$ cat src/hdl/sirt_pkg.sv
package sirt_pkg;

  // defaults for the top level parameters
  localparam int unsigned MAX_RADIX_DFLT  = 16;
  localparam int unsigned VALUE_BITS_DFLT = 32;

  // quotient bits resolved per divider cycle
  localparam int unsigned DIV_BITS = 8;

  localparam int unsigned CHAR_W     = 8;
  localparam int unsigned CFG_W      = 64;
  localparam int unsigned CFG_IDX_W  = 2;
  localparam int unsigned RADIX_W    = 5;

  localparam int unsigned RESET_RADIX = 10;
  localparam logic [CFG_W-1:0] RESET_CHARS_LO = 64'h3736_3534_3332_3130; // "01234567"
  localparam logic [CFG_W-1:0] RESET_CHARS_HI = 64'h4645_4443_4241_3938; // "89ABCDEF"
  localparam logic [CHAR_W-1:0] MINUS_CHAR = 8'h2D;

  // configuration register indexes
  localparam logic [CFG_IDX_W-1:0] CFG_RADIX    = 2'd0;
  localparam logic [CFG_IDX_W-1:0] CFG_CHARS_LO = 2'd1;
  localparam logic [CFG_IDX_W-1:0] CFG_CHARS_HI = 2'd2;

  typedef enum logic [1:0] {
    ST_IDLE,
    ST_DIV,
    ST_FETCH,
    ST_EMIT
  } ctrl_state_e;

  // controller to datapath
  typedef struct packed {
    logic load;      // capture a new value
    logic div;       // run one divider chunk
    logic div_last;  // last chunk of a digit: push the remainder
    logic fetch;     // prime the digit read
    logic emit;      // load the output register
  } ctrl_cmd_t;

  // datapath to controller
  typedef struct packed {
    logic quot_zero;   // quotient of the finishing digit is zero
    logic last_digit;  // next character out is the final one
  } dp_stat_t;

endpackage

$ cat src/hdl/signed_int_to_radix_text_top.sv
// sequence: after a value is taken, the divider resolves each digit in chunks of 8 quotient bits,
//   then the digit read is primed, then one character per cycle enters the output while not stalled
// one value at a time: the next is taken only once the final character is in the output register;
//   the single 8-bit-per-cycle divider serves every digit
// reset: control clears, radix 10 and digits "0123456789ABCDEF"; digit memory not reset
module signed_int_to_radix_text_top #(
  parameter int unsigned MAX_RADIX  = sirt_pkg::MAX_RADIX_DFLT,
  parameter int unsigned VALUE_BITS = sirt_pkg::VALUE_BITS_DFLT
) (
  input  logic                            clk_i,
  input  logic                            rst_ni,
  // configuration writes
  input  logic                            cfg_we_i,
  input  logic [sirt_pkg::CFG_IDX_W-1:0]  cfg_index_i,
  input  logic [sirt_pkg::CFG_W-1:0]      cfg_data_i,
  // input channel
  input  logic                            in_valid_i,
  output logic                            in_ready_o,
  input  logic signed [VALUE_BITS-1:0]    value_i,
  // output channel
  output logic                            out_valid_o,
  input  logic                            out_ready_i,
  output logic [sirt_pkg::CHAR_W-1:0]     character_o,
  output logic                            last_o
);

  import sirt_pkg::*;

  // command and status between sequencer and datapath
  ctrl_cmd_t cmd;
  dp_stat_t  stat;

  // sequencer: idle, divide digit by digit until the quotient is zero,
  // prime the digit read, then stream the sign and digits out.
  // the output register lets the next transaction be taken while the
  // final character of the previous one still waits
  sirt_ctrl #(
    .VALUE_BITS (VALUE_BITS)
  ) u_ctrl (
    .clk_i       (clk_i),
    .rst_ni      (rst_ni),
    .in_valid_i  (in_valid_i),
    .in_ready_o  (in_ready_o),
    .out_valid_o (out_valid_o),
    .out_ready_i (out_ready_i),
    .stat_i      (stat),
    .cmd_o       (cmd)
  );

  // datapath: config registers, magnitude divider, digit stack and
  // character lookup; digits come out least significant first and are
  // read back in reverse
  sirt_datapath #(
    .MAX_RADIX  (MAX_RADIX),
    .VALUE_BITS (VALUE_BITS)
  ) u_dp (
    .clk_i       (clk_i),
    .rst_ni      (rst_ni),
    .cfg_we_i    (cfg_we_i),
    .cfg_index_i (cfg_index_i),
    .cfg_data_i  (cfg_data_i),
    .value_i     (value_i),
    .cmd_i       (cmd),
    .stat_o      (stat),
    .character_o (character_o),
    .last_o      (last_o)
  );

endmodule

$ cat src/hdl/sirt_ram.sv
module sirt_ram #(
  parameter int unsigned WIDTH = 4,
  parameter int unsigned DEPTH = 32
) (
  input  logic                     clk_i,
  input  logic                     we_i,
  input  logic [$clog2(DEPTH)-1:0] waddr_i,
  input  logic [WIDTH-1:0]         wdata_i,
  input  logic                     re_i,
  input  logic [$clog2(DEPTH)-1:0] raddr_i,
  output logic [WIDTH-1:0]         rdata_o
);

  logic [WIDTH-1:0] mem_q [DEPTH];
  logic [WIDTH-1:0] rdata_q;

  always_ff @(posedge clk_i) begin
    if (we_i) begin
      mem_q[waddr_i] <= wdata_i;
    end
    if (re_i) begin
      rdata_q <= mem_q[raddr_i];
    end
  end

  assign rdata_o = rdata_q;

endmodule

$ cat src/hdl/sirt_ctrl.sv
module sirt_ctrl #(
  parameter int unsigned VALUE_BITS = sirt_pkg::VALUE_BITS_DFLT
) (
  input  logic                 clk_i,
  input  logic                 rst_ni,
  input  logic                 in_valid_i,
  output logic                 in_ready_o,
  output logic                 out_valid_o,
  input  logic                 out_ready_i,
  input  sirt_pkg::dp_stat_t   stat_i,
  output sirt_pkg::ctrl_cmd_t  cmd_o
);

  import sirt_pkg::*;

  localparam int unsigned DIV_CYCLES = (VALUE_BITS + DIV_BITS - 1) / DIV_BITS;
  localparam int unsigned CH_W = (DIV_CYCLES > 1) ? $clog2(DIV_CYCLES) : 1;

  ctrl_state_e     state_q, state_d;
  logic [CH_W-1:0] chunk_q, chunk_d;
  logic            out_valid_q, out_valid_d;
  logic            chunk_last;

  assign chunk_last = (chunk_q == CH_W'(DIV_CYCLES - 1));

  // outputs
  always_comb begin
    cmd_o      = '0;
    in_ready_o = 1'b0;
    unique case (state_q)
      ST_IDLE: begin
        in_ready_o = 1'b1;
        cmd_o.load = in_valid_i;
      end
      ST_DIV: begin
        cmd_o.div      = 1'b1;
        cmd_o.div_last = chunk_last;
      end
      ST_FETCH: begin
        cmd_o.fetch = 1'b1;
      end
      ST_EMIT: begin
        cmd_o.emit = !out_valid_q || out_ready_i;
      end
      default: begin
        cmd_o = '0;
      end
    endcase
  end

  // next state
  always_comb begin
    state_d = state_q;
    chunk_d = chunk_q;
    unique case (state_q)
      ST_IDLE: begin
        chunk_d = '0;
        if (in_valid_i) begin
          state_d = ST_DIV;
        end
      end
      ST_DIV: begin
        chunk_d = chunk_last ? '0 : chunk_q + CH_W'(1);
        if (chunk_last && stat_i.quot_zero) begin
          state_d = ST_FETCH;
        end
      end
      ST_FETCH: begin
        state_d = ST_EMIT;
      end
      ST_EMIT: begin
        if (cmd_o.emit && stat_i.last_digit) begin
          state_d = ST_IDLE;
        end
      end
      default: begin
        state_d = ST_IDLE;
      end
    endcase
  end

  always_comb begin
    if (cmd_o.emit) begin
      out_valid_d = 1'b1;
    end else if (out_ready_i) begin
      out_valid_d = 1'b0;
    end else begin
      out_valid_d = out_valid_q;
    end
  end

  always_ff @(posedge clk_i or negedge rst_ni) begin
    if (!rst_ni) begin
      state_q     <= ST_IDLE;
      chunk_q     <= '0;
      out_valid_q <= 1'b0;
    end else begin
      state_q     <= state_d;
      chunk_q     <= chunk_d;
      out_valid_q <= out_valid_d;
    end
  end

  assign out_valid_o = out_valid_q;

endmodule

$ cat src/hdl/sirt_datapath.sv
module sirt_datapath #(
  parameter int unsigned MAX_RADIX  = sirt_pkg::MAX_RADIX_DFLT,
  parameter int unsigned VALUE_BITS = sirt_pkg::VALUE_BITS_DFLT
) (
  input  logic                                clk_i,
  input  logic                                rst_ni,
  input  logic                                cfg_we_i,
  input  logic [sirt_pkg::CFG_IDX_W-1:0]      cfg_index_i,
  input  logic [sirt_pkg::CFG_W-1:0]          cfg_data_i,
  input  logic signed [VALUE_BITS-1:0]        value_i,
  input  sirt_pkg::ctrl_cmd_t                 cmd_i,
  output sirt_pkg::dp_stat_t                  stat_o,
  output logic [sirt_pkg::CHAR_W-1:0]         character_o,
  output logic                                last_o
);

  import sirt_pkg::*;

  localparam int unsigned DIG_W      = $clog2(MAX_RADIX);
  localparam int unsigned RAD_W      = $clog2(MAX_RADIX + 1);
  localparam int unsigned DIV_CYCLES = (VALUE_BITS + DIV_BITS - 1) / DIV_BITS;
  localparam int unsigned PAD_W      = DIV_CYCLES * DIV_BITS;
  localparam int unsigned CNT_W      = $clog2(VALUE_BITS + 1);
  localparam int unsigned IDX_W      = $clog2(VALUE_BITS);
  localparam int unsigned RAD_RST    = (RESET_RADIX > MAX_RADIX) ? MAX_RADIX : RESET_RADIX;

  // configuration
  logic [RAD_W-1:0] rad_q;
  logic [RAD_W-1:0] rad_wr;
  logic [CFG_W-1:0] chars_lo_q;
  logic [CFG_W-1:0] chars_hi_q;

  // conversion state
  logic [PAD_W-1:0] mag_q;
  logic [DIG_W-1:0] rem_q;
  logic             sign_q;
  logic [CNT_W-1:0] cnt_q;
  logic [CHAR_W-1:0] chr_q;
  logic             last_q;

  logic [VALUE_BITS-1:0] val_u;
  logic [VALUE_BITS-1:0] abs_v;
  logic [PAD_W-1:0]      mag_next;
  logic [DIG_W-1:0]      rem_c;
  logic [DIV_BITS-1:0]   qbits;

  logic             ram_re;
  logic [CNT_W-1:0] rd_cnt;
  logic [DIG_W-1:0] ram_rdata;
  logic [3:0]       dig4;
  logic [2*CFG_W-1:0] char_tab;

  // clamp the radix when written
  always_comb begin
    if (cfg_data_i[RADIX_W-1:0] < RADIX_W'(2)) begin
      rad_wr = RAD_W'(2);
    end else if (cfg_data_i[RADIX_W-1:0] > RADIX_W'(MAX_RADIX)) begin
      rad_wr = RAD_W'(MAX_RADIX);
    end else begin
      rad_wr = RAD_W'(cfg_data_i[RADIX_W-1:0]);
    end
  end

  always_ff @(posedge clk_i or negedge rst_ni) begin
    if (!rst_ni) begin
      rad_q      <= RAD_W'(RAD_RST);
      chars_lo_q <= RESET_CHARS_LO;
      chars_hi_q <= RESET_CHARS_HI;
    end else if (cfg_we_i) begin
      unique case (cfg_index_i)
        CFG_RADIX:    rad_q      <= rad_wr;
        CFG_CHARS_LO: chars_lo_q <= cfg_data_i;
        CFG_CHARS_HI: chars_hi_q <= cfg_data_i;
        default: begin
        end
      endcase
    end
  end

  assign val_u = value_i;
  assign abs_v = val_u[VALUE_BITS-1] ? (~val_u + VALUE_BITS'(1)) : val_u;

  // restoring division, DIV_BITS quotient bits per cycle from the top of mag_q
  always_comb begin
    logic [DIG_W:0] trial;
    logic [DIG_W:0] rad_ext;
    rad_ext = (DIG_W + 1)'(rad_q);
    rem_c   = rem_q;
    qbits   = '0;
    for (int i = 0; i < DIV_BITS; i++) begin
      trial = {rem_c, mag_q[PAD_W-1-i]};
      if (trial >= rad_ext) begin
        rem_c = DIG_W'(trial - rad_ext);
        qbits[DIV_BITS-1-i] = 1'b1;
      end else begin
        rem_c = trial[DIG_W-1:0];
      end
    end
    mag_next = (mag_q << DIV_BITS) | PAD_W'(qbits);
  end

  always_ff @(posedge clk_i) begin
    if (cmd_i.load) begin
      mag_q <= PAD_W'(abs_v);
      rem_q <= '0;
    end else if (cmd_i.div) begin
      mag_q <= mag_next;
      rem_q <= cmd_i.div_last ? '0 : rem_c;
    end
  end

  always_ff @(posedge clk_i or negedge rst_ni) begin
    if (!rst_ni) begin
      sign_q <= 1'b0;
      cnt_q  <= '0;
    end else if (cmd_i.load) begin
      sign_q <= val_u[VALUE_BITS-1];
      cnt_q  <= '0;
    end else if (cmd_i.div_last) begin
      cnt_q <= cnt_q + CNT_W'(1);
    end else if (cmd_i.emit) begin
      if (sign_q) begin
        sign_q <= 1'b0;
      end else begin
        cnt_q <= cnt_q - CNT_W'(1);
      end
    end
  end

  // digit stack, least significant digit at entry 0
  assign ram_re = cmd_i.fetch || (cmd_i.emit && !sign_q);
  assign rd_cnt = cmd_i.fetch ? (cnt_q - CNT_W'(1)) : (cnt_q - CNT_W'(2));

  sirt_ram #(
    .WIDTH (DIG_W),
    .DEPTH (VALUE_BITS)
  ) u_digits (
    .clk_i   (clk_i),
    .we_i    (cmd_i.div_last),
    .waddr_i (cnt_q[IDX_W-1:0]),
    .wdata_i (rem_c),
    .re_i    (ram_re),
    .raddr_i (rd_cnt[IDX_W-1:0]),
    .rdata_o (ram_rdata)
  );

  assign dig4     = 4'(ram_rdata);
  assign char_tab = {chars_hi_q, chars_lo_q};

  always_ff @(posedge clk_i) begin
    if (cmd_i.emit) begin
      if (sign_q) begin
        chr_q  <= MINUS_CHAR;
        last_q <= 1'b0;
      end else begin
        chr_q  <= char_tab[{dig4, 3'b000} +: CHAR_W];
        last_q <= (cnt_q == CNT_W'(1));
      end
    end
  end

  assign stat_o.quot_zero  = (mag_next == '0);
  assign stat_o.last_digit = !sign_q && (cnt_q == CNT_W'(1));
  assign character_o       = chr_q;
  assign last_o            = last_q;

endmodule

$ cat config.mk
export PLATFORM = sky130hd
export DESIGN_NAME = signed_int_to_radix_text_top
export DESIGN_NICKNAME = d
export VERILOG_FILES = /design/src/hdl/sirt_pkg.sv /design/src/hdl/signed_int_to_radix_text_top.sv /design/src/hdl/sirt_ram.sv /design/src/hdl/sirt_ctrl.sv /design/src/hdl/sirt_datapath.sv
export SDC_FILE = /design/constraint.sdc
export NUM_CORES = 1
export LEC_CHECK = 0
export ABC_AREA = 1
export BUFFER_PORTS_ARGS = -buffer_cell sky130_fd_sc_hd__buf_2
export CAP_MARGIN = 20
export CORE_AREA = 3 3 173 175
export CTS_CLUSTER_DIAMETER = 50
export CTS_CLUSTER_SIZE = 10
export DETAILED_ROUTE_END_ITERATION = 7
export DIE_AREA = 0 0 176 178
export GPL_TIMING_DRIVEN = 0
export PLACE_DENSITY = 0.78
export REMOVE_ABC_BUFFERS = 1
export SLEW_MARGIN = 0
export SYNTH_ARGS = -nofsm -noshare
export SYNTH_HDL_FRONTEND = slang
export SYNTH_SLANG_ARGS = --single-unit
$ cat constraint.sdc
create_clock -name clk_i -period 12 [get_ports clk_i]
set_clock_uncertainty 0.1 [all_clocks]
set_input_delay 1.2 -clock clk_i [delete_from_list [all_inputs] [get_ports clk_i]]
set_output_delay 1.2 -clock clk_i [all_outputs]
set_load 0.01 [all_outputs]
Yosys cells after proc, flatten, opt, wreduce, memory -nomap -nowiden
Memory sizes are Yosys's and may differ from the RTL's. A register that Yosys moved wholly into a read port is not among the register bits. Cells that the tools add are included.

Logic and storage cells: 118. Memories: 1. RAM bits: 128. Bits in registers: 190. Input port bits: 103. Output and inout bits: 11.

Magnitude comparators: 10. Mux-type cells: 45. Bitwise logic cells: 2. Equal/unequal tests: 12. Reduce and logical (&&, ||, !) cells: 22. Add/subtract/negate cells: 13. Shifts and indexed selects: 1.

Memory list: u_dp.u_digits.mem_q (depth 32, bits a word 4, read ports 1, clocked after memory_dff 1, write ports 1, RTL line sirt_ram.sv:14) `logic [WIDTH-1:0] mem_q [DEPTH];`.

Operators by type and width (number): $shiftx A128 B8 Y8 (1); $mux W32 (3); $ge A5 B5 Y1 (8); $mux W4 (9); $add A32 B1 Y32 const B (1); $logic_not A32 Y1 (1); $not A32 Y32 (1); $or A32 B8 Y32 (1); $sub A4 B4 Y4 (8); $mux W6 (4); $mux W1 (19); $mux W5 (3); $mux W2 (5); $reduce_and A2 Y1 (5); $eq A2 B2 Y1 const B (4); $pmux W2 S4 (1); $reduce_bool A2 Y1 (4); $add A6 B1 Y6 const B (1); $eq A6 B1 Y1 const B (1); $sub A6 B1 Y6 const B (1); $gt A5 B5 Y1 const B (1); $lt A5 B2 Y1 const B (1); $sub A5 B2 Y5 const B (1); $eq A2 B1 Y1 const B (2); 11 further kinds (19).

Depth between registers and ports, before layout
Gate-level depths: netlist (run 1).

Depth after elaboration: 21. Depth in mapped cells: 80.

By module
Synthesis (run 1) repeated with hierarchy kept, for this count alone.

Cell total of the unflattened synthesis: 1946. Area total of the unflattened synthesis: 17141.4 µm².

Modules (own cells, without submodules): sirt_datapath (times used 1, cells each 1415, area an instance 11254.5 µm², sequential area each 4879.7 µm²); sirt_ram (times used 1, cells each 486, area an instance 5536.6 µm², sequential area each 3963.8 µm²); sirt_ctrl (times used 1, cells each 45, area an instance 350.3 µm², sequential area each 125.1 µm²).

Least setup slack after synthesis (run 1)
No wires, ideal clock.

Path type: reg2reg. Start: reg u_dp.rad_q[1]. End: mem u_dp.u_digits.mem_q[0][0] (data pin). Buffers on the path: 0. Setup slack: 1.636 ns. Arrival: 9.800 ns. Required time: 11.436 ns. Setup time: 0.464 ns. Stages on the path, launching flop included: 67. Period minus slack after synthesis: 10.364 ns. Cells stage by stage: dfstp_2 > inv_1 > ha_1 > nand2_1 > inv_1 > nand3_1 > nand2_1 > nor2_1 > nor2_1 > a21oi_1 > ha_1 > nand2_1 > inv_1 > nand2_1 > nand2_1 > nor2_2 > nand3_1 > nand2_1 > [31 not listed] > nor2_4 > nand2_1 > o21ai_1 > inv_1 > ha_1 > nand2_1 > nand3b_1 > nand2_1 > nor2_1 > nand2_1 > o21ai_0 > inv_1 > ha_1 > nand2_1 > nand3b_1 > nand2_1 > nor2_1 > o21ai_0.

Word-level cells in the longest chain between the ends: 16. Elaborated cells between the ends (all ways): 23. Classes of those cells: add/sub (7); order compare (8); mux (8).

RTL lines: start, declared (RTL line sirt_datapath.sv:28) `logic [RAD_W-1:0] rad_q;`; start signal, assigned (RTL line sirt_datapath.sv:66) `rad_q <= RAD_W'(RAD_RST);`; start signal, assigned (RTL line sirt_datapath.sv:71) `CFG_RADIX: rad_q <= rad_wr;`; $sub A4 B4 Y4 / $ge A5 B5 Y1 (equally long branches) (RTL line sirt_datapath.sv:93, sirt_datapath.sv:92); $mux W4 (RTL line sirt_datapath.sv:92) `if (trial >= rad_ext) begin`; $sub A4 B4 Y4 / $ge A5 B5 Y1 (equally long branches) (RTL line sirt_datapath.sv:93, sirt_datapath.sv:92); $mux W4 (RTL line sirt_datapath.sv:92); $sub A4 B4 Y4 / $ge A5 B5 Y1 (equally long branches) (RTL line sirt_datapath.sv:93, sirt_datapath.sv:92); $mux W4 (RTL line sirt_datapath.sv:92); $ge A5 B5 Y1 / $sub A4 B4 Y4 (equally long branches) (RTL line sirt_datapath.sv:92, sirt_datapath.sv:93); $mux W4 (RTL line sirt_datapath.sv:92); $sub A4 B4 Y4 / $ge A5 B5 Y1 (equally long branches) (RTL line sirt_datapath.sv:93, sirt_datapath.sv:92); $mux W4 (RTL line sirt_datapath.sv:92); $sub A4 B4 Y4 / $ge A5 B5 Y1 (equally long branches) (RTL line sirt_datapath.sv:93, sirt_datapath.sv:92); $mux W4 (RTL line sirt_datapath.sv:92); $sub A4 B4 Y4 / $ge A5 B5 Y1 (equally long branches) (RTL line sirt_datapath.sv:93, sirt_datapath.sv:92); $mux W4 (RTL line sirt_datapath.sv:92); $ge A5 B5 Y1 (*) (RTL line sirt_datapath.sv:92); $mux W4 (*) (RTL line sirt_datapath.sv:92); named net u_dp.rem_c[0] (RTL line sirt_datapath.sv:44) `logic [DIG_W-1:0] rem_c;`; end, declared (RTL line sirt_ram.sv:14).

The timed path passes the listed nets; every way through them passes the cells marked *.

Worst setup path after layout (run 1)
Start: reg u_dp.rad_q[1]. End: mem u_dp.u_digits.mem_q[10][2] (data pin).

Word-level cells in the longest chain between the ends: 16. Elaborated cells between the ends (all ways): 24. Classes of those cells: add/sub (8); order compare (8); mux (8).

RTL lines (RTL line): $sub A4 B4 Y4 / $ge A5 B5 Y1 (equally long branches) (sirt_datapath.sv:93, sirt_datapath.sv:92); $mux W4 (sirt_datapath.sv:92); $sub A4 B4 Y4 / $ge A5 B5 Y1 (equally long branches) (sirt_datapath.sv:93, sirt_datapath.sv:92); $mux W4 (sirt_datapath.sv:92); $sub A4 B4 Y4 / $ge A5 B5 Y1 (equally long branches) (sirt_datapath.sv:93, sirt_datapath.sv:92); $mux W4 (sirt_datapath.sv:92); $ge A5 B5 Y1 / $sub A4 B4 Y4 (equally long branches) (sirt_datapath.sv:92, sirt_datapath.sv:93); $mux W4 (sirt_datapath.sv:92); $sub A4 B4 Y4 / $ge A5 B5 Y1 (equally long branches) (sirt_datapath.sv:93, sirt_datapath.sv:92); $mux W4 (sirt_datapath.sv:92); $sub A4 B4 Y4 / $ge A5 B5 Y1 (equally long branches) (sirt_datapath.sv:93, sirt_datapath.sv:92); $mux W4 (sirt_datapath.sv:92); $ge A5 B5 Y1 / $sub A4 B4 Y4 (equally long branches) (sirt_datapath.sv:92, sirt_datapath.sv:93); $mux W4 (sirt_datapath.sv:92); $sub A4 B4 Y4 / $ge A5 B5 Y1 (equally long branches) (sirt_datapath.sv:93, sirt_datapath.sv:92); $mux W4 (*) (sirt_datapath.sv:92); named net u_dp.rem_c[2] (sirt_datapath.sv:44).

Marks and branches as above.

==> results of run 1 <==
## worst max-delay path, delay by kind of cell, from the launching register on
| kind | cells | cell delay [ns] |
|---|---|---|
| simple gates | 44 | 5.06 |
| fa+ha+maj | 8 | 2.37 |
| buf+inv | 13 | 1.35 |
| compound gates | 6 | 1.16 |
| flops | 1 | 0.73 |
## cell usage after synthesis, types with 2 or more instances
cell                       number  share of area [%]
sky130_fd_sc_hd__clkbuf_1      59                1.3
sky130_fd_sc_hd__nor2_2         4               0.15
sky130_fd_sc_hd__dfxtp_1        4               0.47
sky130_fd_sc_hd__buf_6          8               0.53
sky130_fd_sc_hd__inv_2          5               0.11
sky130_fd_sc_hd__dfrtp_1       93                 14
sky130_fd_sc_hd__nand2_1      518                 11
sky130_fd_sc_hd__buf_2         18               0.53
sky130_fd_sc_hd__a21o_1         2              0.088
sky130_fd_sc_hd__o31ai_1        3               0.13
sky130_fd_sc_hd__dfstp_2       52                8.0
sky130_fd_sc_hd__xor2_1        25                1.3
sky130_fd_sc_hd__a21oi_1       22               0.65
sky130_fd_sc_hd__o21ai_0      268                7.9
sky130_fd_sc_hd__nand4_1        6               0.22
sky130_fd_sc_hd__o211ai_1      28                1.2
sky130_fd_sc_hd__and2_1         4               0.15
sky130_fd_sc_hd__xnor2_1       11               0.57
sky130_fd_sc_hd__o211ai_2       3               0.22
sky130_fd_sc_hd__o22ai_1       15               0.55
sky130_fd_sc_hd__edfxtp_1     173                 31
sky130_fd_sc_hd__ha_1          54                4.0
sky130_fd_sc_hd__or2_2          4               0.15
sky130_fd_sc_hd__nand3b_1       4               0.18
sky130_fd_sc_hd__o21ai_1       20               0.59
sky130_fd_sc_hd__inv_1        225                5.0
sky130_fd_sc_hd__nand2_2        5               0.18
sky130_fd_sc_hd__o221ai_1      23                1.2
sky130_fd_sc_hd__nor2_1       173                3.8
sky130_fd_sc_hd__nor3_1         5               0.15
sky130_fd_sc_hd__o21a_1         2              0.088
sky130_fd_sc_hd__fa_1           8               0.94
sky130_fd_sc_hd__nand3_1      111                3.3
## worst min-delay path by stage
stage                                     from                          to  depth (start not counted)
detailed placement  u_dp.rem_q[3]$_SDFFE_PP0P_  u_dp.rem_q[3]$_SDFFE_PP0P_                          2
floorplan           u_dp.rem_q[3]$_SDFFE_PP0P_  u_dp.rem_q[3]$_SDFFE_PP0P_                          2
global route        u_dp.rem_q[3]$_SDFFE_PP0P_  u_dp.rem_q[3]$_SDFFE_PP0P_                          2
global placement    u_dp.rem_q[3]$_SDFFE_PP0P_  u_dp.rem_q[3]$_SDFFE_PP0P_                          2
finish              u_dp.rem_q[3]$_SDFFE_PP0P_  u_dp.rem_q[3]$_SDFFE_PP0P_                          2
CTS                 u_dp.rem_q[3]$_SDFFE_PP0P_  u_dp.rem_q[3]$_SDFFE_PP0P_                          2
## cells in the final DEF (no fill, tap or decap), types with 23 or more instances in the layout
cell and n:
sky130_fd_sc_hd__o21ai_0 265, sky130_fd_sc_hd__ha_1 54, sky130_fd_sc_hd__nand3_1 109, sky130_fd_sc_hd__clkbuf_1 23, sky130_fd_sc_hd__buf_2 112, sky130_fd_sc_hd__inv_1 223
sky130_fd_sc_hd__dfstp_2 51, sky130_fd_sc_hd__nor2_1 170, sky130_fd_sc_hd__nand2_1 517, sky130_fd_sc_hd__o221ai_1 23, sky130_fd_sc_hd__xor2_1 25, sky130_fd_sc_hd__dfrtp_1 93
sky130_fd_sc_hd__clkbuf_16 41, sky130_fd_sc_hd__edfxtp_1 173, sky130_fd_sc_hd__o211ai_1 28
## metrics by stage
step	setup WS [ns]	instance area, sq um
6_report	0.900	19300
5_1_grt	-0.0813	19300
4_1_cts	0.0309	19200
3_5_place_dp	-0.291	18000
3_3_place_gp	-1.87	17700
2_1_floorplan	1.64	16600
## area by class of cell
cell class,instances,area share (%)
Clock inverter,6,0.343
Sequential cell,322,46.4
Tap cell,384,2.48
Timing Repair Buffer,134,4.87
Clock buffer,67,5.96
Timing Repair inverter,1,0.0388
Multi-Input combinational cell,1328,35.4
Inverter,232,4.55
## per-layer routing
layer	vias to the layer above	global-route usage [%]	part of all wire (%)
met3	109	3.55	6.6
li1	6683	-	-
met2	541	45.1	48
met1	6639	35.1	42
met5	-	0	0
met4	0	9.93	3.2
## sequential cells by signal, summed over array words and instances, names as in the netlist
name	flops
u_dp.u_digits.mem_q	128
u_dp.chars_hi_q	64
u_dp.chars_lo_q	64
u_dp.mag_q	32
u_dp.character_o	8
u_dp.cnt_q	6
u_dp.rad_q	5
u_dp.rem_q	4
u_dp.u_digits.rdata_o	4
u_ctrl.chunk_q	2
u_ctrl.state_q	2
u_ctrl.out_valid_o	1
u_dp.last_o	1
u_dp.sign_q	1
## cells by family after synthesis
group / share of synthesized area [%]
and+or+nand+nor: 19.8
AOI/OAI and AO/OA: 12.9
DFF: 52.7
buffers and inverters: 7.54
adders and majority gates: 4.91
xor gates and xnor gates: 2.11
## what timing repair did
| action | 4_1_cts | 5_1_grt |
|---|---|---|
| pin swaps | 0 | 0 |
| cloned | 1 | 0 |
| resized for setup | 3 | 14 |
| endpoints found under the setup margin | 86 | 135 |
| hold buffers | 0 | 0 |
| buffers inserted | 0 | 9 |
==> reports/summary.md, run 1 <==
The reg-to-reg startpoint was u_dp.rad_q[1]$_DFFE_PN1P_. The detailed-routing iteration count for the pre-antenna-repair pass came out at 6. The critical path starts at u_dp.rad_q[1]$_DFFE_PN1P_. The region available for standard cell placement spans 0.0286 sq mm. Setup violations remaining at the end of the flow were counted as 0. 0 antenna diodes ended up in the layout. The tools report the arrival time at the worst endpoint as 11.26 ns.

Via count of the first global-routing pass: 13,700. For this run, the leading register cell type out of synthesis is sky130_fd_sc_hd__edfxtp_1. STA classifies the critical path startpoint as a flip-flop. Synthesis produced 1,968 cells.

The number of flip-flops and latches in the synthesized netlist was 322. Element type at the critical path end: a flip-flop. In the final layout, the multi-input gates occupy 0.00684 sq mm. The tools report the number of pins with negative max-slew slack in the final report as 0.

The run gives 90.1 MHz as the maximum achievable frequency. During synthesis, Yosys emitted a total of 0 warnings. For this design, the sink count on the clock tree is 322.

The detailed-route DRC error count came out at 0. The clock tree synthesis step divided the H-tree into 2 levels. After clock tree synthesis, the clock-pin slew on the worst setup and hold paths is 0.06 ns.

Dividing the synthesized area by the synthesized cell count gives 8.65 sq um. The startpoint-to-endpoint class of the critical path was flip-flop to flip-flop. The total standard cell area after synthesis is 0.0170 sq mm, and the number of nets still failing antenna checks after routing is 0. Buffers inserted during clock tree synthesis total 40. In the final routed layout, each cell accounts on average for 16.9 microns. The tools report the non-filler instance count after layout as 2,474.

The fraction of synthesis flops using an asynchronous set or reset pin is 45.0%, and the floorplan die height is 178 microns. The worst register-to-register path has a depth of 71. The worst min-delay path category is flip-flop to flip-flop.

The most numerous cell type found on the critical path is sky130_fd_sc_hd__nand2_1. In the global route stage, overall resource usage came out at 26.5%. The floorplan step defined a die boundary enclosing 0.0313 sq mm. The flow ran to the end, and the final reports show no timing, DRC or antenna violations. Measured along the x axis, the die boundary spans 176 microns. Summing the sequential cell areas from Yosys gives 52.7% of the chip area.

The logs give 14,000 for the total via count after detailed routing and 0 for the number of antenna violations at the first check in global routing. The number of cells after detailed placement is 2,390, and the largest fanout on the critical path is 22. Measured against its own limit, the worst slew margin works out to 31.7%.

The slowest stage of the critical path belongs to the cell sky130_fd_sc_hd__dfstp_4. The final number of hold-violating endpoints came out at 0. The tools report the worst flop-to-flop path endpoint as u_dp.u_digits.mem_q[10][2]$_DFFE_PP_.

The first global-routing pass estimated 67,400 microns of wire. The transition at the pin with the smallest max-transition slack was 1.02 ns; the number of DRC violations after detailed-routing iteration 0 was 1,418. The run gives 0.90 ns as the setup slack on the worst flop-to-flop path.

The endpoint required time on the critical path is 12.16 ns, and the signed area change from the synthesized netlist to the final layout is 13.7%. The half-perimeter wire length of the detailed placement result is 27,400 microns, and the vias per cell is 5.65. Counting flops with a built-in enable in the synthesized netlist gives 173.

The logs give 0.887 for the global placer's final weighted congestion and 0 for the reported max-cap violation count. The proportion of layout cells with a drive suffix above 1 works out to 13.2%. No sink is reached through more buffers than the 3 on the longest clock path.

Tightest hold margin: 0.363 ns. The delay of the slowest critical-path stage is 0.73 ns, and the final global-route overflow total is 0. The share of the clock period used by the worst path came out at 92.5%.

TritonCTS built the clock tree. The number of distinct library cell variants in the gate-level netlist after synthesis is 46. The run gives 2,224 as the total number of nets in the final design.

The layout has 2,232 filler cells. Entering global routing, the biggest net connects 96 pins. After detailed routing, the total wire length is 41,700 microns. The clock network latency to the later pin of the worst-skew pair was 0.53 ns. The storage element area came out at 0.00897 sq mm. The cell sitting at the root of the clock tree is a sky130_fd_sc_hd__clkbuf_16. Once the floorplan was initialized, standard cells occupied 59.5% of the core. Setup total negative slack on the finished layout was measured at 0 ns.

Following the worst setup path forward leads to its endpoint at u_dp.u_digits.mem_q[10][2]$_DFFE_PP_. For this run, the share of the core covered by cells in the final layout is 67.6%. The floorplan has 62 rows. During I/O placement, the number of pins put on the boundary was 114.

The number of input and output port buffers inserted was 113. Counting I/O delays and the setup requirement, the final critical path takes 11.10 ns.
Power of run 1 is not shown: default switching activity piles up to over one toggle a cycle in this logic, so the estimate is an artifact.
==> inputs of run 2 (changes only) <==
CORE_AREA = 3 3 172 174   (was 3 3 173 175)
DIE_AREA = 0 0 175 177   (was 0 0 176 178)
PLACE_DENSITY = 0.79   (was 0.78)
==> reports/summary.md, run 2 (synthesis results as in run 1) <==
The total length of routed wires was 42,000 microns (+0.68%). In this run the critical register-to-register path is captured at u_dp.u_digits.mem_q[11][3]$_DFFE_PP_. The run gives 2,468 (-0.24%) as the non-filler instance count after layout. TritonCTS built the clock tree. Routed length per placed instance: 17.0 microns (+0.92%).

The run gives 0.0310 sq mm (-1.1%) as the total die area. For the final number of setup-violating endpoints, the log shows 0 (unchanged). The aggregate global-route resource usage is 27.3% (+0.76 points), and the number of DRC violations after detailed-routing iteration 0 is 1,195 (-16%). The clock transition at the registers of the reported paths was 0.06 ns (about the same). The setup slack on the worst flop-to-flop path came out at 1.16 ns (+0.26 ns). The number of nets still failing antenna checks after routing was 0 (unchanged). The global-route met1 utilization was 35.4% (+0.30 points).

The worst slew margin relative to its limit is 18.5% (-13 points). The run gives 0 (unchanged) as the number of pins with negative max-slew slack in the final report. For the multi-input logic area, the log shows 0.00683 sq mm (about the same).

Worst min-delay path category: flip-flop to flip-flop. Number of antenna violations at the first check in global routing: 1 (+1). Counting flops per register, the top entry is u_dp.u_digits.mem_q. The proportion of layout cells with a drive suffix above 1 came out at 13.1% (-0.048 points).

For the number of cells after detailed placement, the log shows 2,384 (-0.25%). The worst-case clock buffer depth is 3 (unchanged), and the final global-route overflow total is 0 (unchanged). The vias per cell is 5.71 (+1.1%). The signed area change from the synthesized netlist to the final layout came out at 13.4%.

In this run the most critical hold path is launched from u_dp.rem_q[3]$_SDFFE_PP0P_. The number of flip-flops in the largest register was 128 (unchanged). The tools report the number of cell rows as 61 (-1.6%). The minimum clock period after layout is 10.84 ns (-0.258 ns).

The endpoint required time on the critical path was 12.16 ns (about the same); the largest fanout on the critical path was 22 (unchanged). For the total via count after detailed routing, the log shows 14,100 (+0.81%). The top cell types in the final layout, fill and taps aside, are sky130_fd_sc_hd__nand2_1, sky130_fd_sc_hd__o21ai_0, sky130_fd_sc_hd__inv_1, sky130_fd_sc_hd__edfxtp_1, sky130_fd_sc_hd__nor2_1. The tightest hold margin is 0.377 ns (+0.0139 ns), and the transition at the pin with the smallest max-transition slack is 1.22 ns (+0.199 ns). The arrival time at the worst endpoint came out at 11.00 ns (-0.26 ns).

For the number of fill cells, the log shows 2,151 (-3.6%). The tools report the largest net degree at the start of global routing as 102 (+6.3%). Number of I/O pins: 114 (unchanged).

The detailed-route DRC error count was 0 (unchanged). The logs give 41 (+2.5%) for the number of CTS-inserted buffers and 14,000 (+1.9%) for the via count of the first global-routing pass. The post-layout instance area is 0.0193 sq mm (-0.20%).

Clock tree synthesis selected as its root buffer the cell sky130_fd_sc_hd__clkbuf_16. For the instance area at placement, the log shows 0.0180 sq mm (about the same). For the reported max-cap violation count, the log shows 0 (unchanged). The largest registers in the layout are u_dp.u_digits.mem_q (128), u_dp.chars_hi_q (64), u_dp.chars_lo_q (64). The half-perimeter wire length of the detailed placement result was 27,800 microns (+1.2%).

The tools report the reg-to-reg startpoint as u_dp.rad_q[1]$_DFFE_PN1P_. The run gives 46.2% (+1.1 points) as the met2 capacity usage during global routing. The library cell contributing the largest single delay on the critical path was sky130_fd_sc_hd__dfstp_4. Leaving out fill and tap cells, the most frequent cell in the layout is sky130_fd_sc_hd__nand2_1. The cell depth of the worst hold path came out at 2 (unchanged). The depth of the most critical reg-to-reg path is 67 (-5.6%).

The worst hold path terminates at u_dp.rem_q[3]$_SDFFE_PP0P_. The overall die width was 175 microns (-0.57%); the final number of hold-violating endpoints was 0 (unchanged). The run gives 0.53 ns (about the same) as the clock network latency to the later pin of the worst-skew pair. Among the stages of the critical path, the cell type that occurs most often is sky130_fd_sc_hd__nand2_1.

The logs give 68,500 microns (+1.7%) for the global-route wire length before repair and 0 (unchanged) for the number of antenna cells inserted. The number of levels in the clock H-tree is 2 (unchanged). The run gives 5 (-1) as the detailed-routing iteration count for the pre-antenna-repair pass. The worst setup path is launched from a flip-flop. The initial cell density of the core is 60.9% (+1.5 points), and the maximum achievable frequency is 92.2 MHz (+2.4%). The storage element area was 0.00897 sq mm (unchanged); the share of the clock period used by the worst path was 90.3% (-2.2 points).

The number of input and output port buffers inserted works out to 113 (unchanged). The floorplan die height was 177 microns (-0.56%); the delay of the slowest critical-path stage was 0.74 ns (about the same). Busiest layer in global routing: met2. The global placer's final weighted congestion is 0.925 (+4.3%). The run gives 2,222 (-0.090%) as the total number of nets in the final design. The worst setup path is captured at a flip-flop. The setup path with the least slack is of type flip-flop to flip-flop.

The standard cell core area is 0.0279 sq mm (-2.4%), and the global-route met3 utilization is 3.54% (-0.015 points). In this run the worst setup path begins at u_dp.rad_q[1]$_DFFE_PN1P_. For the count of hold buffers inserted by post-cts repair, the log shows 0 (unchanged). The run finished with clean final reports. The number of clock sinks seen by CTS was 322 (unchanged).
## run 2: final cells by class
type                    count  area share [%]
repair buffers            131            4.70
inverters                 232            4.56
multi-input cells        1328            35.4
flip-flops and latches    322            46.5
clock inverters             9           0.434
repair inverters            1          0.0389
well taps                 378            2.45
clock buffers              67            5.93
## run 2: worst max-delay path by stage
| stage | end | slack [ns] | depth (start not counted) |
|---|---|---|---|
| after global routing | u_dp.u_digits.mem_q[11][3]$_DFFE_PP_ | -0.01 | 70 |
| after detailed placement | u_dp.u_digits.mem_q[11][1]$_DFFE_PP_ | -0.25 | 70 |
| after CTS | u_dp.u_digits.mem_q[10][2]$_DFFE_PP_ | 0.16 | 70 |
| final | u_dp.u_digits.mem_q[11][3]$_DFFE_PP_ | 1.16 | 67 |
| after global placement | u_dp.u_digits.mem_q[11][0]$_DFFE_PP_ | -1.92 | 65 |
| after floorplan | u_dp.u_digits.mem_q[0][0]$_DFFE_PP_ | 1.64 | 66 |
## run 2: repair_timing
action	4_1_cts	5_1_grt
gates cloned	1	0
endpoints found under the setup margin	96	135
pin swaps	0	1
setup buffers	0	7
endpoints found under the hold margin	0	0
gates resized for setup	4	11
## run 2: metrics by stage
step | util (%) | TNS (ns) | worst slack, ns
6_report | 69.1 | 0 | 1.16
5_1_grt | 69.1 | -0.146 | -0.0124
4_1_cts | 68.8 | 0 | 0.159
3_5_place_dp | 64.3 | -10.48 | -0.253
3_3_place_gp | 63.2 | -76.87 | -1.92
2_1_floorplan | - | 0 | 1.64
## run 2: critical path, delay by kind of cell, from the launching register on
kind,cells,cell delay [ns]
AOI/OAI and AO/OA,6,1.45
adders and majority gates,8,2.30
buffers and inverters,12,1.16
DFF,1,0.74
and+or+nand+nor,41,4.78
## run 2: metal layers
metal  vias up  wire length, microns  share of wire, %
li1       6691                     -                 -
met1      6637                 17000                41
met2       619                 20200                48
met3       136                  2880               6.9
met4         2                  1860               4.4
met5         -                    12             0.029
Power of run 2 is left out for the same reason.
